`src/hw/rtl/btndb_pkg.sv`:
```
// Shared types and event codes for the two-button debounce block.
// No dependencies; imported by every module of the block.
package btndb_pkg;

   // Widths of the item fields and configuration registers
   localparam int TIME_W = 32;
   localparam int CSR_W  = 16;
   localparam int EVENT_W = 3;

   // Configuration register indexes
   localparam logic CSR_DEBOUNCE_HOLD = 1'b0;
   localparam logic CSR_LONG_PRESS    = 1'b1;

   // Reset values of the configuration registers
   localparam logic [CSR_W-1:0] DEBOUNCE_HOLD_RESET = 16'd50;
   localparam logic [CSR_W-1:0] LONG_PRESS_RESET    = 16'd1000;

   // Event codes
   localparam logic [EVENT_W-1:0] EV_NONE         = 3'd0;
   localparam logic [EVENT_W-1:0] EV_SEL_PRESS    = 3'd1;
   localparam logic [EVENT_W-1:0] EV_SEL_RELEASE  = 3'd2;
   localparam logic [EVENT_W-1:0] EV_SEL_LONG     = 3'd3;
   localparam logic [EVENT_W-1:0] EV_BACK_PRESS   = 3'd4;
   localparam logic [EVENT_W-1:0] EV_BACK_RELEASE = 3'd5;
   localparam logic [EVENT_W-1:0] EV_BACK_LONG    = 3'd6;

   // One poll item
   typedef struct packed {
      logic              back_level;
      logic              select_level;
      logic [TIME_W-1:0] now_ms;
   } poll_type;

   // One result item
   typedef struct packed {
      logic               back_down;
      logic               select_down;
      logic [EVENT_W-1:0] event_code;
   } result_type;

   // Configuration values handed to the event logic
   typedef struct packed {
      logic [CSR_W-1:0] debounce_hold_ms;
      logic [CSR_W-1:0] long_press_ms;
   } csr_type;

endpackage

```
`src/hw/rtl/btndb_in_stage.sv`:
```
// Input register stage: holds one poll item until the event logic takes it.
// Depends on btndb_pkg.
module btndb_in_stage import btndb_pkg::*; (
   input  logic     clock,
   input  logic     reset,
   input  logic     in_valid,
   output logic     in_ready,
   input  poll_type in_poll,
   output logic     out_valid,
   input  logic     out_ready,
   output poll_type out_poll
);

   logic     valid_ff, valid_in;
   poll_type poll_ff, poll_in;
   logic     load;

   // Take a new item whenever the stage is empty or drains this cycle
   assign in_ready = !valid_ff || out_ready;
   assign load     = in_valid && in_ready;

   always_comb begin
      valid_in = valid_ff;
      poll_in  = poll_ff;
      if (in_ready) begin
         valid_in = in_valid;
      end
      if (load) begin
         poll_in = in_poll;
      end
   end

   always_ff @(posedge clock) begin
      if (reset) begin
         valid_ff <= 1'b0;
      end else begin
         valid_ff <= valid_in;
      end
      poll_ff <= poll_in;
   end

   assign out_valid = valid_ff;
   assign out_poll  = poll_ff;

endmodule

```
`src/hw/rtl/btndb_core.sv`:
```
// Debounce state and event decision for the select and back buttons.
// Depends on btndb_pkg.
module btndb_core import btndb_pkg::*; (
   input  logic       clock,
   input  logic       reset,
   input  logic       fire,
   input  poll_type   poll,
   input  csr_type    csr,
   output result_type result
);

   logic              sel_prev_ff, sel_prev_in;
   logic              back_prev_ff, back_prev_in;
   logic [TIME_W-1:0] last_edge_ff, last_edge_in;
   logic [TIME_W-1:0] sel_start_ff, sel_start_in;
   logic [TIME_W-1:0] back_start_ff, back_start_in;

   logic              hold_done;
   logic              sel_edge, back_edge;
   logic              take_sel, take_back;
   logic              edge_level;
   logic [TIME_W-1:0] press_start;
   logic [TIME_W-1:0] held_ms;
   logic              is_long;
   logic [EVENT_W-1:0] event_code;

   // Hold check: elapsed time since the last accepted edge, modulo 2^32
   assign hold_done = (poll.now_ms - last_edge_ff) >=
                      {{(TIME_W-CSR_W){1'b0}}, csr.debounce_hold_ms};

   // Select is served before back; one edge per item
   assign sel_edge  = poll.select_level != sel_prev_ff;
   assign back_edge = poll.back_level != back_prev_ff;
   assign take_sel  = hold_done && sel_edge;
   assign take_back = hold_done && !sel_edge && back_edge;

   // Held time of the button whose edge is taken
   assign edge_level  = take_sel ? poll.select_level : poll.back_level;
   assign press_start = take_sel ? sel_start_ff : back_start_ff;
   assign held_ms     = poll.now_ms - press_start;
   assign is_long     = held_ms > {{(TIME_W-CSR_W){1'b0}}, csr.long_press_ms};

   // Event code
   always_comb begin
      event_code = EV_NONE;
      if (take_sel) begin
         if (!edge_level) begin
            event_code = EV_SEL_PRESS;
         end else if (is_long) begin
            event_code = EV_SEL_LONG;
         end else begin
            event_code = EV_SEL_RELEASE;
         end
      end else if (take_back) begin
         if (!edge_level) begin
            event_code = EV_BACK_PRESS;
         end else if (is_long) begin
            event_code = EV_BACK_LONG;
         end else begin
            event_code = EV_BACK_RELEASE;
         end
      end
   end

   assign result.event_code  = event_code;
   assign result.select_down = !poll.select_level;
   assign result.back_down   = !poll.back_level;

   // State update for an accepted edge
   always_comb begin
      sel_prev_in   = sel_prev_ff;
      back_prev_in  = back_prev_ff;
      last_edge_in  = last_edge_ff;
      sel_start_in  = sel_start_ff;
      back_start_in = back_start_ff;
      if (fire && take_sel) begin
         last_edge_in = poll.now_ms;
         sel_prev_in  = poll.select_level;
         if (!poll.select_level) begin
            sel_start_in = poll.now_ms;
         end
      end else if (fire && take_back) begin
         last_edge_in = poll.now_ms;
         back_prev_in = poll.back_level;
         if (!poll.back_level) begin
            back_start_in = poll.now_ms;
         end
      end
   end

   always_ff @(posedge clock) begin
      if (reset) begin
         sel_prev_ff   <= 1'b1;
         back_prev_ff  <= 1'b1;
         last_edge_ff  <= '0;
         sel_start_ff  <= '0;
         back_start_ff <= '0;
      end else begin
         sel_prev_ff   <= sel_prev_in;
         back_prev_ff  <= back_prev_in;
         last_edge_ff  <= last_edge_in;
         sel_start_ff  <= sel_start_in;
         back_start_ff <= back_start_in;
      end
   end

endmodule

```
`src/hw/rtl/btndb_out_stage.sv`:
```
// Result register: holds one result item until the consumer takes it.
// Depends on btndb_pkg.
module btndb_out_stage import btndb_pkg::*; (
   input  logic       clock,
   input  logic       reset,
   input  logic       in_valid,
   output logic       in_ready,
   input  result_type in_result,
   output logic       out_valid,
   input  logic       out_ready,
   output result_type out_result
);

   logic       valid_ff, valid_in;
   result_type result_ff, result_in;

   // Load when empty or when the held item leaves this cycle
   assign in_ready = !valid_ff || out_ready;

   always_comb begin
      valid_in  = valid_ff;
      result_in = result_ff;
      if (in_ready) begin
         valid_in  = in_valid;
         result_in = in_result;
      end
   end

   always_ff @(posedge clock) begin
      if (reset) begin
         valid_ff <= 1'b0;
      end else begin
         valid_ff <= valid_in;
      end
      result_ff <= result_in;
   end

   assign out_valid  = valid_ff;
   assign out_result = result_ff;

endmodule

```
`src/hw/rtl/two_button_debounce_long_press_top.sv`:
```
// Top level of the two-button debounce and long-press detector.
// Depends on btndb_pkg, btndb_in_stage, btndb_core and btndb_out_stage.
//
// Each poll item (timestamp in ms plus two active-low button levels) gives
// exactly one result item: an event code and the current down levels. A poll
// passes an input register, the event decision, and a result register, and
// one poll is accepted every cycle while the consumer keeps up; the rate is
// set by the registered update of the shared debounce state. Configuration
// writes must go in while no poll is in flight; the block does not enforce
// this. Index 0 is the debounce hold (reset 50 ms), index 1 the long-press
// limit (reset 1000 ms).
module two_button_debounce_long_press_top import btndb_pkg::*; (
   input  logic             clock,
   input  logic             reset,
   // Poll items
   input  logic             req_tvalid,
   output logic             req_tready,
   input  logic [39:0]      req_tdata,  // now_ms[31:0], select_level[32], back_level[33]
   // Result items
   output logic             rsp_tvalid,
   input  logic             rsp_tready,
   output logic [7:0]       rsp_tdata,  // event_code[2:0], select_down[3], back_down[4]
   // Configuration writes
   input  logic             csr_wr_en,
   input  logic             csr_index,
   input  logic [CSR_W-1:0] csr_wdata
);

   poll_type   req_poll, core_poll;
   result_type core_result, rsp_result;
   csr_type    csr_ff, csr_in;
   logic       core_valid, core_ready, core_fire;

   // Configuration registers
   always_comb begin
      csr_in = csr_ff;
      if (csr_wr_en) begin
         unique case (csr_index)
            CSR_DEBOUNCE_HOLD: csr_in.debounce_hold_ms = csr_wdata;
            CSR_LONG_PRESS:    csr_in.long_press_ms    = csr_wdata;
            default:           csr_in = csr_ff;
         endcase
      end
   end

   always_ff @(posedge clock) begin
      if (reset) begin
         csr_ff.debounce_hold_ms <= DEBOUNCE_HOLD_RESET;
         csr_ff.long_press_ms    <= LONG_PRESS_RESET;
      end else begin
         csr_ff <= csr_in;
      end
   end

   // Unpack the poll item
   assign req_poll.now_ms       = req_tdata[TIME_W-1:0];
   assign req_poll.select_level = req_tdata[TIME_W];
   assign req_poll.back_level   = req_tdata[TIME_W+1];

   btndb_in_stage u_in_stage (
      .clock     (clock),
      .reset     (reset),
      .in_valid  (req_tvalid),
      .in_ready  (req_tready),
      .in_poll   (req_poll),
      .out_valid (core_valid),
      .out_ready (core_ready),
      .out_poll  (core_poll)
   );

   assign core_fire = core_valid && core_ready;

   btndb_core u_core (
      .clock  (clock),
      .reset  (reset),
      .fire   (core_fire),
      .poll   (core_poll),
      .csr    (csr_ff),
      .result (core_result)
   );

   btndb_out_stage u_out_stage (
      .clock      (clock),
      .reset      (reset),
      .in_valid   (core_valid),
      .in_ready   (core_ready),
      .in_result  (core_result),
      .out_valid  (rsp_tvalid),
      .out_ready  (rsp_tready),
      .out_result (rsp_result)
   );

   // Pack the result item
   assign rsp_tdata = {3'b000, rsp_result};

   // A select press comes with select shown down, a back release or long with back up
   a_sel_press_down: assert property (@(posedge clock) disable iff (reset)
      rsp_tvalid && (rsp_result.event_code == EV_SEL_PRESS) |-> rsp_result.select_down)
      else $error("select press without select down");

   a_back_up: assert property (@(posedge clock) disable iff (reset)
      rsp_tvalid && (rsp_result.event_code == EV_BACK_RELEASE ||
                     rsp_result.event_code == EV_BACK_LONG) |-> !rsp_result.back_down)
      else $error("back release with back still down");

   // A full pipeline behind a stalled consumer must not take another poll
   a_full_stall: assert property (@(posedge clock) disable iff (reset)
      core_valid && rsp_tvalid && !rsp_tready |-> !req_tready)
      else $error("poll accepted while pipeline is full");

endmodule

```
`config.mk`:
```
export PLATFORM = sky130hd
export DESIGN_NAME = two_button_debounce_long_press_top
export DESIGN_NICKNAME = d
export VERILOG_FILES = /design/src/hw/rtl/btndb_pkg.sv /design/src/hw/rtl/btndb_in_stage.sv /design/src/hw/rtl/btndb_core.sv /design/src/hw/rtl/btndb_out_stage.sv /design/src/hw/rtl/two_button_debounce_long_press_top.sv
export SDC_FILE = /design/constraint.sdc
export NUM_CORES = 1
export LEC_CHECK = 0
export BUFFER_PORTS_ARGS = -buffer_cell sky130_fd_sc_hd__buf_2
export CAP_MARGIN = 20
export CORE_ASPECT_RATIO = 0.7
export CORE_MARGIN = 5
export CORE_UTILIZATION = 60
export CTS_BUF_LIST = sky130_fd_sc_hd__clkbuf_2 sky130_fd_sc_hd__clkbuf_4 sky130_fd_sc_hd__clkbuf_8
export CTS_CLUSTER_DIAMETER = 120
export CTS_CLUSTER_SIZE = 12
export DETAILED_ROUTE_END_ITERATION = 16
export HOLD_SLACK_MARGIN = 0.1
export PLACE_DENSITY_LB_ADDON = 0.2
export SYNTH_ARGS = -nofsm -noshare
export SYNTH_HDL_FRONTEND = slang
export SYNTH_SLANG_ARGS = --single-unit
export TNS_END_PERCENT = 20
```
`constraint.sdc`:
```
create_clock -name clock -period 18.11 [get_ports clock]
set_input_delay 3.622 -clock clock [delete_from_list [all_inputs] [get_ports clock]]
set_output_delay 3.622 -clock clock [all_outputs]
set_load 0.01 [all_outputs]
```
==> results of run 1 <==
worst paths after layout:
kind | start | end | slack (ns) | cells after the start
worst max-delay path | u_in_stage.out_poll[0]$_DFFE_PP_ | u_out_stage.out_result[0]$_DFFE_PP_ | 7.08 | 38
worst min-delay path | csr_ff[28]$_SDFFE_PP0P_ | csr_ff[28]$_SDFFE_PP0P_ | 0.46 | 2
worst max register to register | u_in_stage.out_poll[0]$_DFFE_PP_ | u_out_stage.out_result[0]$_DFFE_PP_ | 7.08 | 38
worst min register to register | csr_ff[28]$_SDFFE_PP0P_ | csr_ff[28]$_SDFFE_PP0P_ | 0.46 | 2
critical path: cells and delay by family (launching register included):
family,cells,cell delay (ns)
AO/OA/AOI/OAI,15,4.74
AND/OR/NAND/NOR,11,2.54
adder cells (fa/ha/maj),6,1.80
buffers and inverters,3,0.67
flip-flops,1,0.41
XOR/XNOR,2,0.33
multiplexers,1,0.27
power by group:
part           total [uW]  internal, uW  switching [uW]
combinational         231          95.9             135
sequential            424           408            16.0
clock                 274           127             147
total                 929           631             298
placed cells by master, fill, tap and decap left out, types with 6 or more instances in the layout:
cell	count
a211o_1	7
a211oi_1	7
nand3b_1	7
ha_1	94
nand2b_1	11
nor3_1	16
o211ai_1	11
xnor2_1	26
clkbuf_8	17
buf_4	6
o21bai_1	7
nor2_1	145
a21o_1	19
a21boi_0	9
nor4_1	12
o21ai_0	48
buf_2	61
o31ai_1	9
inv_1	83
o21a_1	15
nand2_1	108
nand4_1	18
nor2b_1	10
and3_1	8
a21oi_1	88
edfxtp_1	39
mux2i_1	129
a31oi_1	7
xor2_1	19
dfxtp_1	132
nand3_1	14
cells in the mapped netlist (11+ instances only):
library cell  count
a21o_1           19
a21oi_1          88
clkbuf_1         33
dfxtp_1         132
edfxtp_1         39
ha_1             94
inv_1            83
mux2i_1         129
nand2_1         109
nand2b_1         11
nand3_1          14
nand4_1          18
nor2_1          145
nor3_1           16
nor4_1           12
o211ai_1         11
o21a_1           15
o21ai_0          48
xnor2_1          26
xor2_1           19
kinds of logic after synthesis:
logic type	synth area share
muxes	0.122
buffers and inverters	0.0557
AOI/OAI and AO/OA	0.160
other	0.000347
and+or+nand+nor	0.160
adders and majority gates	0.113
DFF	0.353
xor gates and xnor gates	0.0365
state kept, by name, indices dropped and copies added, names as in the netlist:
signal / cells
u_out_stage.out_result: 5
u_in_stage.out_poll: 34
u_core.sel_start_ff: 32
u_out_stage.out_valid: 1
u_in_stage.out_valid: 1
u_core.back_prev_ff: 1
csr_ff: 32
u_core.sel_prev_ff: 1
u_core.last_edge_ff: 32
u_core.back_start_ff: 32
metal layers:
| layer | share of wire | GRT usage |
|---|---|---|
| met3 | 0.070 | 0.0460 |
| met1 | 0.51 | 0.410 |
| met5 | 0 | 0 |
| met2 | 0.41 | 0.360 |
| met4 | 0.013 | 0.0514 |
area by class of cell:
cell class                 instances  area share
multi-input combinational        917       0.554
clock buffer                      19      0.0215
timing repair buffer              67      0.0303
sequential                       171       0.330
clock inverter                    13      0.0123
inverter                          83      0.0269
tap                              236      0.0255
metrics by stage:
step                      power (uW)   util  hold WS [ns]
after floorplan                  604      -         0.436
after global placement           654  0.626         0.443
after detailed placement         659  0.626         0.451
after CTS                        930  0.648         0.464
after global routing             983  0.648         0.485
final                            929  0.648         0.463
==> qor.yml, run 1 <==
floorplanning:
  rows: 41
  coreArea_sq_um: 17900
  dieArea_sq_um: 20800
  io_pins: 72
  dieWidth_um: 170
  initial_core_util: 0.605
  die_h_um: 122
yosys:
  ys_seq_area_frac: 0.353
  netlist_instances: 1221
  synthFlopType: "dfxtp_1"
  yosysTopAreaCellShare: 0.245
  synthDistinctLibCells: 71
  syn_area_sq_um: 10800
  synth.area.top_cells: "dfxtp_1 (24%), mux2i_1 (12%), ha_1 (11%)"
  avgSynthCellArea_sq_um: 8.84
  synth_top_area_cell: "dfxtp_1"
  yosysWarnings: 0
  async_flop_share: 0
  synth-edff-count: 39
  yosys_register_bits: 171
grt:
  antenna_found_initial: 0
  grt_max_degree: 102
  grt_usage: 0.257
  grt_first_pass_wirelength_um: 42500
  grt_pass1_vias: 8130
  overflow: 0
power:
  powerDensity_nw_per_um2: 80.3
  vdd_drop_max_v: 0.0000461
  p_leak_uw: 0.00503
layout:
  drive_gt1_frac: 0.0913
  multiInputGateArea_sq_um: 6400
  fin_cells: 1506
  fin_area_sq_um: 11600
  antenna_cells: 0
  syn_to_final_growth_pct: 7.09
  seqCellArea_sq_um: 3810
  nets: 1415
  nFillCells: 1548
clocking:
  clk_latency_ns: 0.46
  cts_buffers: 17
  ctsHtreeMaxLevel: 4
  postCtsSetupBuffers: 0
  cts.path.max_buffers: 2
  clkTransAtPathRegs_ns: 0.09
  cts_root_buffer: "clkbuf_8"
  clock-sinks: 171
  cts_hold_buffers: 0
  tritoncts: "yes"
  cts_resized: 0
timing:
  relSlewSlack: 0.309
  hold_viol: 0
  finalClockSkew_ns: 0.0147
  fmax_ghz: 0.0907
  rsz0062_at_grt: "false"
  setup_slack_ns: 7.08
  tns_ns: 0
  tightest_slew_ns: 1.04
  fin_crit_sh: 0.609
  setup_viol: 0
  period_needed_ns: 11.03
  report.final.slew_viol_count: 0
setup_path:
  cp.arrival_ns: 11.23
  cpPeakStageDelay_ns: 0.75
  path_common_cell: "ha_1"
  critPathCaptureType: "flop"
  critPathMaxFanout: 31
  worstPathRequired_ns: 18.32
  worstSetupPathType: "flop to flop"
  critPathLaunchType: "flop"
  slowest_stage: "a2111oi_0"
placement:
  portBuffers: 62
  globalplace.congestion: 0.942
  placed_cell_area_sq_um: 11200
  placedCellCount: 1474
  dp_worst_setup_slack_ns: 7.16
  post-dp-hpwl_um: 19500
detailed_routing:
  drtAntennaViolNets: 0
  wl_per_cell_um: 17.4
  drc: 0
  drt_wl_total_um: 26200
  vias_per_cell: 5.94
  num_vias: 8950
  first_pass_iters: 5
  first_iter_violations: 845
hold_path:
  min_path_type: "flop to flop"
outcome:
  status: "completed"
flow_run:
  drv_cap: 0
No activity file was read; power rests on OpenSTA's default activity.
==> inputs of run 2 (changes only) <==
==> constraint.sdc (replaced) <==
create_clock -name clock -period 11.1 [get_ports clock]
set_input_delay 2.22 -clock clock [delete_from_list [all_inputs] [get_ports clock]]
set_output_delay 2.22 -clock clock [all_outputs]
set_load 0.01 [all_outputs]
==> run 2 against run 1 <==
Clock power up 75%. Total power up 67%. Clock skew up 0.0063 ns. Design area up 0.53%. Cell count up 0.20%.
==> qor.yml, run 2 (same netlist as run 1, synthesis figures left out) <==
clocking:
  cts_root_buffer: "clkbuf_8"
  clk_latency_ns: 0.48  # +0.02 ns
  cts_buffers: 17  # unchanged
  tritoncts: "yes"
  clock-sinks: 171  # unchanged
  clkTransAtPathRegs_ns: 0.10  # about the same
  ctsHtreeMaxLevel: 4  # unchanged
  cts.path.max_buffers: 2  # unchanged
setup_path:
  critPathMaxFanout: 12  # -61%
  critPathLaunchType: "flop"
  cpPeakStageDelay_ns: 0.61  # -0.14 ns
  cp-startpoint: "u_in_stage.out_poll[0]$_DFFE_PP_"
  cp.arrival_ns: 10.69  # -0.54 ns
  regToRegStartpoint: "u_in_stage.out_poll[0]$_DFFE_PP_"
  path_common_cell: "ha_1"
  critPathCaptureType: "flop"
  worstPathRequired_ns: 11.44  # -6.88 ns
  slowest_stage: "a2111oi_0"
  worstSetupPathType: "flop to flop"
hold_path:
  min_from: "csr_ff[29]$_SDFFE_PP0P_"
  min_path_type: "flop to flop"
layout:
  nets: 1418  # +0.21%
  drive_gt1_frac: 0.0951  # +0.00371
  largest_reg_flops: 34  # unchanged
  seqCellArea_sq_um: 3810  # unchanged
  syn_to_final_growth_pct: 7.66
  nFillCells: 1548  # unchanged
  layout_common_cells: "nor2_1 (145), dfxtp_1 (132), mux2i_1 (129)"
  antenna_cells: 0  # unchanged
  multiInputGateArea_sq_um: 6410  # about the same
  final_common_cell: "nor2_1"
timing:
  period_needed_ns: 10.35  # -0.677 ns
  hold_viol: 0  # unchanged
  relSlewSlack: 0.400  # +0.0913
  finalClockSkew_ns: 0.0210  # +0.00628 ns
  report.final.slew_viol_count: 0  # unchanged
  setup_slack_ns: 0.752  # -6.33 ns
  setup_viol: 0  # unchanged
  fmax_ghz: 0.0966  # +6.5%
  fin_crit_sh: 0.932  # +0.323
  tns_ns: 0  # unchanged
  tightest_slew_ns: 0.899  # -0.137 ns
  rsz0062_at_grt: "false"
placement:
  dp_worst_setup_slack_ns: 0.840  # -6.32 ns
  portBuffers: 62  # unchanged
  globalplace.congestion: 0.938  # -0.52%
  post-dp-hpwl_um: 20000  # +2.3%
power:
  p_leak_uw: 0.00507  # +0.80%
  vdd_drop_max_v: 0.0000864  # +88%
  powerDensity_nw_per_um2: 133  # +66%
floorplanning:
  io_pins: 72  # unchanged
  dieArea_sq_um: 20800  # unchanged
  rows: 41  # unchanged
  die_h_um: 122  # unchanged
  initial_core_util: 0.605  # unchanged
  coreArea_sq_um: 17900  # unchanged
  dieWidth_um: 170  # unchanged
grt:
  grt_max_degree: 72  # -29%
  overflow: 0  # unchanged
  grt_usage: 0.256  # -0.00102
  grt_first_pass_wirelength_um: 42400  # -0.15%
  antenna_found_initial: 0  # unchanged
  grt_pass1_vias: 8242  # +1.4%
detailed_routing:
  drt_wl_total_um: 26300  # +0.68%
  drc: 0  # unchanged
  highest_layer: "met4"
  first_pass_iters: 5  # unchanged
  wl_per_cell_um: 17.5  # +0.48%
  vias_per_cell: 5.97  # +0.44%
  num_vias: 9007  # +0.64%
  wl_met1_um: 13400  # +0.19%
  wl_met2_um: 10600  # +0.23%
  drtAntennaViolNets: 0  # unchanged
  met3_wirelength_um: 1940  # +5.5%
  first_iter_violations: 800  # -5.3%
flow_run:
  drv_cap: 0  # unchanged
outcome:
  status: "completed"
## run 2: cell count changes in the layout (fill, tap and decap cells not counted), sizes merged
cell      before  now
inv           87   90
bufinv         2    3
clkinvlp       2    0
buf           67   70
clkinv         5    3
## run 2: layer usage
metal  up-vias  track usage
met5         -            0
met4         0       0.0693
met3        38       0.0431
met2       327        0.354
met1      4221        0.406
li1       4421            -
## run 2: path summary, 6_finish.rpt
| kind | depth (start not counted) | to | slack (ns) |
|---|---|---|---|
| worst max-delay path | 38 | u_out_stage.out_result[0]$_DFFE_PP_ | 0.75 |
| worst min-delay path | 2 | csr_ff[29]$_SDFFE_PP0P_ | 0.46 |
| worst max register to register | 38 | u_out_stage.out_result[0]$_DFFE_PP_ | 0.75 |
| worst min register to register | 2 | csr_ff[29]$_SDFFE_PP0P_ | 0.46 |
## run 2: stage by stage
step / instance area [sq um] / util / cells / power, uW / hold WS (ns)
floorplan: 10800 / - / 1223 / 986 / 0.436
global placement: 11200 / 0.627 / 1477 / 1070 / 0.445
detailed placement: 11200 / 0.627 / 1477 / 1080 / 0.447
CTS: 11600 / 0.651 / 1509 / 1550 / 0.461
global route: 11600 / 0.651 / 1509 / 1630 / 0.485
finish: 11600 / 0.651 / 1509 / 1550 / 0.460
## run 2: timing repair
item,4_1_cts,5_1_grt
resized for setup,0,1
hold endpoints to repair,0,0
setup buffers,0,0
hold buffers,0,0
endpoints found under the setup margin,0,1
## run 2: cell type report
| type | count | share of cell area |
|---|---|---|
| clock buffers | 19 | 0.0214 |
| clock inverters | 13 | 0.0152 |
| inverters | 83 | 0.0268 |
| multi-input cells | 917 | 0.551 |
| flip-flops and latches | 171 | 0.328 |
| well taps | 236 | 0.0254 |
| repair buffers | 70 | 0.0321 |
## run 2: power breakdown
part | leakage [uW] | switching [uW] | internal [uW] | total, uW
Clock | 0.000219 | 245 | 234 | 479
Combinational | 0.00339 | 223 | 157 | 380
Sequential | 0.00146 | 26.0 | 666 | 692
Total | 0.00507 | 494 | 1060 | 1550
## run 2: worst max-delay path, delay by kind of cell (launching register included)
family,cells,cell delay [ns]
buf+inv,3,0.36
flops,1,0.41
xor+xnor,2,0.33
compound gates,15,4.27
simple gates,11,2.85
mux,1,0.21
fa+ha+maj,6,1.80
==> inputs of run 3 (changes only) <==
--- a/config.mk
+++ b/config.mk
@@ -15,6 +15,7 @@
 export CTS_CLUSTER_SIZE = 12
 export DETAILED_ROUTE_END_ITERATION = 16
 export HOLD_SLACK_MARGIN = 0.1
+export MAX_ROUTING_LAYER = met4
 export PLACE_DENSITY_LB_ADDON = 0.2
 export SYNTH_ARGS = -nofsm -noshare
 export SYNTH_HDL_FRONTEND = slang
==> run 3 against run 2 <==
Hold slack barely moved. Wire length rose by 0.47%. Die area did not move. Largest cell class unchanged.
==> qor.yml, run 3 (same netlist as run 1, synthesis figures left out) <==
layout:
  layout_common_cells: "nor2_1 (145), dfxtp_1 (132), mux2i_1 (129)"
  fin_cells: 1509  # unchanged
  nets: 1418  # unchanged
  antenna_cells: 0  # unchanged
  syn_to_final_growth_pct: 7.08
  drive_gt1_frac: 0.0958  # +0.000786
  fin_area_sq_um: 11600  # -0.54%
  largest_reg_flops: 34  # unchanged
  final_common_cell: "nor2_1"
clocking:
  cts.path.max_buffers: 2  # unchanged
  clkTransAtPathRegs_ns: 0.10  # about the same
  tritoncts: "yes"
  clk_latency_ns: 0.47  # about the same
  clock-sinks: 171  # unchanged
  ctsHtreeMaxLevel: 4  # unchanged
  cts_hold_buffers: 0  # unchanged
  postCtsSetupBuffers: 0  # unchanged
  cts_resized: 0  # unchanged
  cts_buffers: 17  # unchanged
  cts_root_buffer: "clkbuf_8"
timing:
  period_needed_ns: 10.09  # -0.259 ns
  report.final.slew_viol_count: 0  # unchanged
  rsz0062_at_grt: "false"
  finalClockSkew_ns: 0.0211  # +0.000122 ns
  setup_viol: 0  # unchanged
  fin_crit_sh: 0.909  # -0.0233
  hold_viol: 0  # unchanged
  setup_slack_ns: 1.01  # +0.259 ns
  tightest_slew_ns: 0.912  # +0.0127 ns
  fmax_ghz: 0.0991  # +2.6%
  tns_ns: 0  # unchanged
  relSlewSlack: 0.392  # -0.00846
grt:
  antenna_found_initial: 0  # unchanged
  overflow: 0  # unchanged
  grt_usage: 0.265  # +0.00943
  grt_max_degree: 82  # +14%
  grt_first_pass_wirelength_um: 42800  # +0.81%
  grt_pass1_vias: 8115  # -1.5%
power:
  p_total_uw: 1490  # -4.2%
  powerDensity_nw_per_um2: 128  # -3.7%
  p_leak_uw: 0.00504  # -0.55%
  vdd_drop_max_v: 0.0000696  # -19%
setup_path:
  cpPeakStageDelay_ns: 0.55  # -0.06 ns
  r2r.worst_path.cells: 38  # unchanged
  critPathCaptureType: "flop"
  slowest_stage: "or4_1"
  regToRegStartpoint: "u_in_stage.out_poll[0]$_DFFE_PP_"
  worstSetupPathType: "flop to flop"
  r2r_setup_slack_ns: 1.01  # +0.26 ns
  cp.arrival_ns: 10.42  # -0.27 ns
  critPathLaunchType: "flop"
  rr_endpoint: "u_out_stage.out_result[0]$_DFFE_PP_"
  path_common_cell: "ha_1"
  worstPathRequired_ns: 11.43  # about the same
  critPathMaxFanout: 7  # -5
hold_path:
  min_path_type: "flop to flop"
  min_path_cells: 2  # unchanged
  hold-path-endpoint: "csr_ff[23]$_SDFFE_PP0P_"
  min_from: "csr_ff[23]$_SDFFE_PP0P_"
floorplanning:
  coreArea_sq_um: 17900  # unchanged
  rows: 41  # unchanged
  dieArea_sq_um: 20800  # unchanged
  die_h_um: 122  # unchanged
  initial_core_util: 0.605  # unchanged
  io_pins: 72  # unchanged
  dieWidth_um: 170  # unchanged
detailed_routing:
  first_iter_violations: 917  # +15%
  drc: 0  # unchanged
  drtAntennaViolNets: 0  # unchanged
  num_vias: 8996  # -0.12%
  vias_per_cell: 5.96  # -0.12%
  first_pass_iters: 6  # +1
  drt_wl_total_um: 26500  # +0.47%
  wl_per_cell_um: 17.5  # +0.47%
placement:
  placed_cell_area_sq_um: 11200  # unchanged
  dp_worst_setup_slack_ns: 0.912  # +0.0720 ns
  placedCellCount: 1477  # unchanged
  portBuffers: 62  # unchanged
  post-dp-hpwl_um: 20000  # +0.38%
  globalplace.congestion: 0.932  # -0.63%
outcome:
  status: "completed"
flow_run:
  drv_cap: 0  # unchanged
## run 3: changes by cell type in the layout (fill, tap and decap cells not counted), moves of 2 or more
cell,before,now
a2111oi_0,4,2
a2111oi_1,0,2
bufinv_16,3,0
clkinv_2,1,3
inv_6,6,4
inv_8,1,3
## run 3: power breakdown
| part | internal, uW | switching, uW | total, uW |
|---|---|---|---|
| clock | 167 | 246 | 412 |
| combinational | 158 | 222 | 380 |
| sequential | 666 | 26.4 | 693 |
## run 3: worst max-delay path by stage
stage,start,to,depth (start not counted)
final,u_in_stage.out_poll[0]$_DFFE_PP_,u_out_stage.out_result[0]$_DFFE_PP_,38
after global routing,u_in_stage.out_poll[0]$_DFFE_PP_,u_out_stage.out_result[0]$_DFFE_PP_,39
after CTS,u_in_stage.out_poll[0]$_DFFE_PP_,u_out_stage.out_result[0]$_DFFE_PP_,38
after detailed placement,u_in_stage.out_poll[0]$_DFFE_PP_,u_out_stage.out_result[0]$_DFFE_PP_,39
after global placement,u_in_stage.out_poll[0]$_DFFE_PP_,u_out_stage.out_result[0]$_DFFE_PP_,38
after floorplan,u_in_stage.out_poll[0]$_DFFE_PP_,u_out_stage.out_result[0]$_DFFE_PP_,36
## run 3: worst max-delay path, delay by kind of cell, from the launching register on
| kind | cells | cell delay, ns |
|---|---|---|
| AOI/OAI and AO/OA | 11 | 3.38 |
| xor gates and xnor gates | 2 | 0.36 |
| adders and majority gates | 6 | 1.76 |
| buffers and inverters | 3 | 0.36 |
| DFF | 1 | 0.41 |
| muxes | 1 | 0.21 |
| and+or+nand+nor | 15 | 3.46 |
## run 3: area by class of cell
class / count / area, sq um
multi-input combinational: 917 / 6410
fill: 1594 / 6290
sequential: 171 / 3810
timing repair buffer: 70 / 373
inverter: 83 / 312
tap: 236 / 295
clock buffer: 19 / 249
clock inverter: 13 / 110
## run 3: per-stage QoR
stage                     hold WS (ns)   util
after floorplan                  0.436      -
after global placement           0.443  0.627
after detailed placement         0.448  0.627
after CTS                        0.461  0.647
after global routing             0.481  0.648
final                            0.460  0.648
## run 3: metal layers
layer | part of all wire | routed length (um) | global-route usage
met5 | 0 | 0 | -
met4 | 0.0068 | 181 | 0.0434
met3 | 0.072 | 1910 | 0.0370
met2 | 0.42 | 11000 | 0.365
met1 | 0.51 | 13400 | 0.417
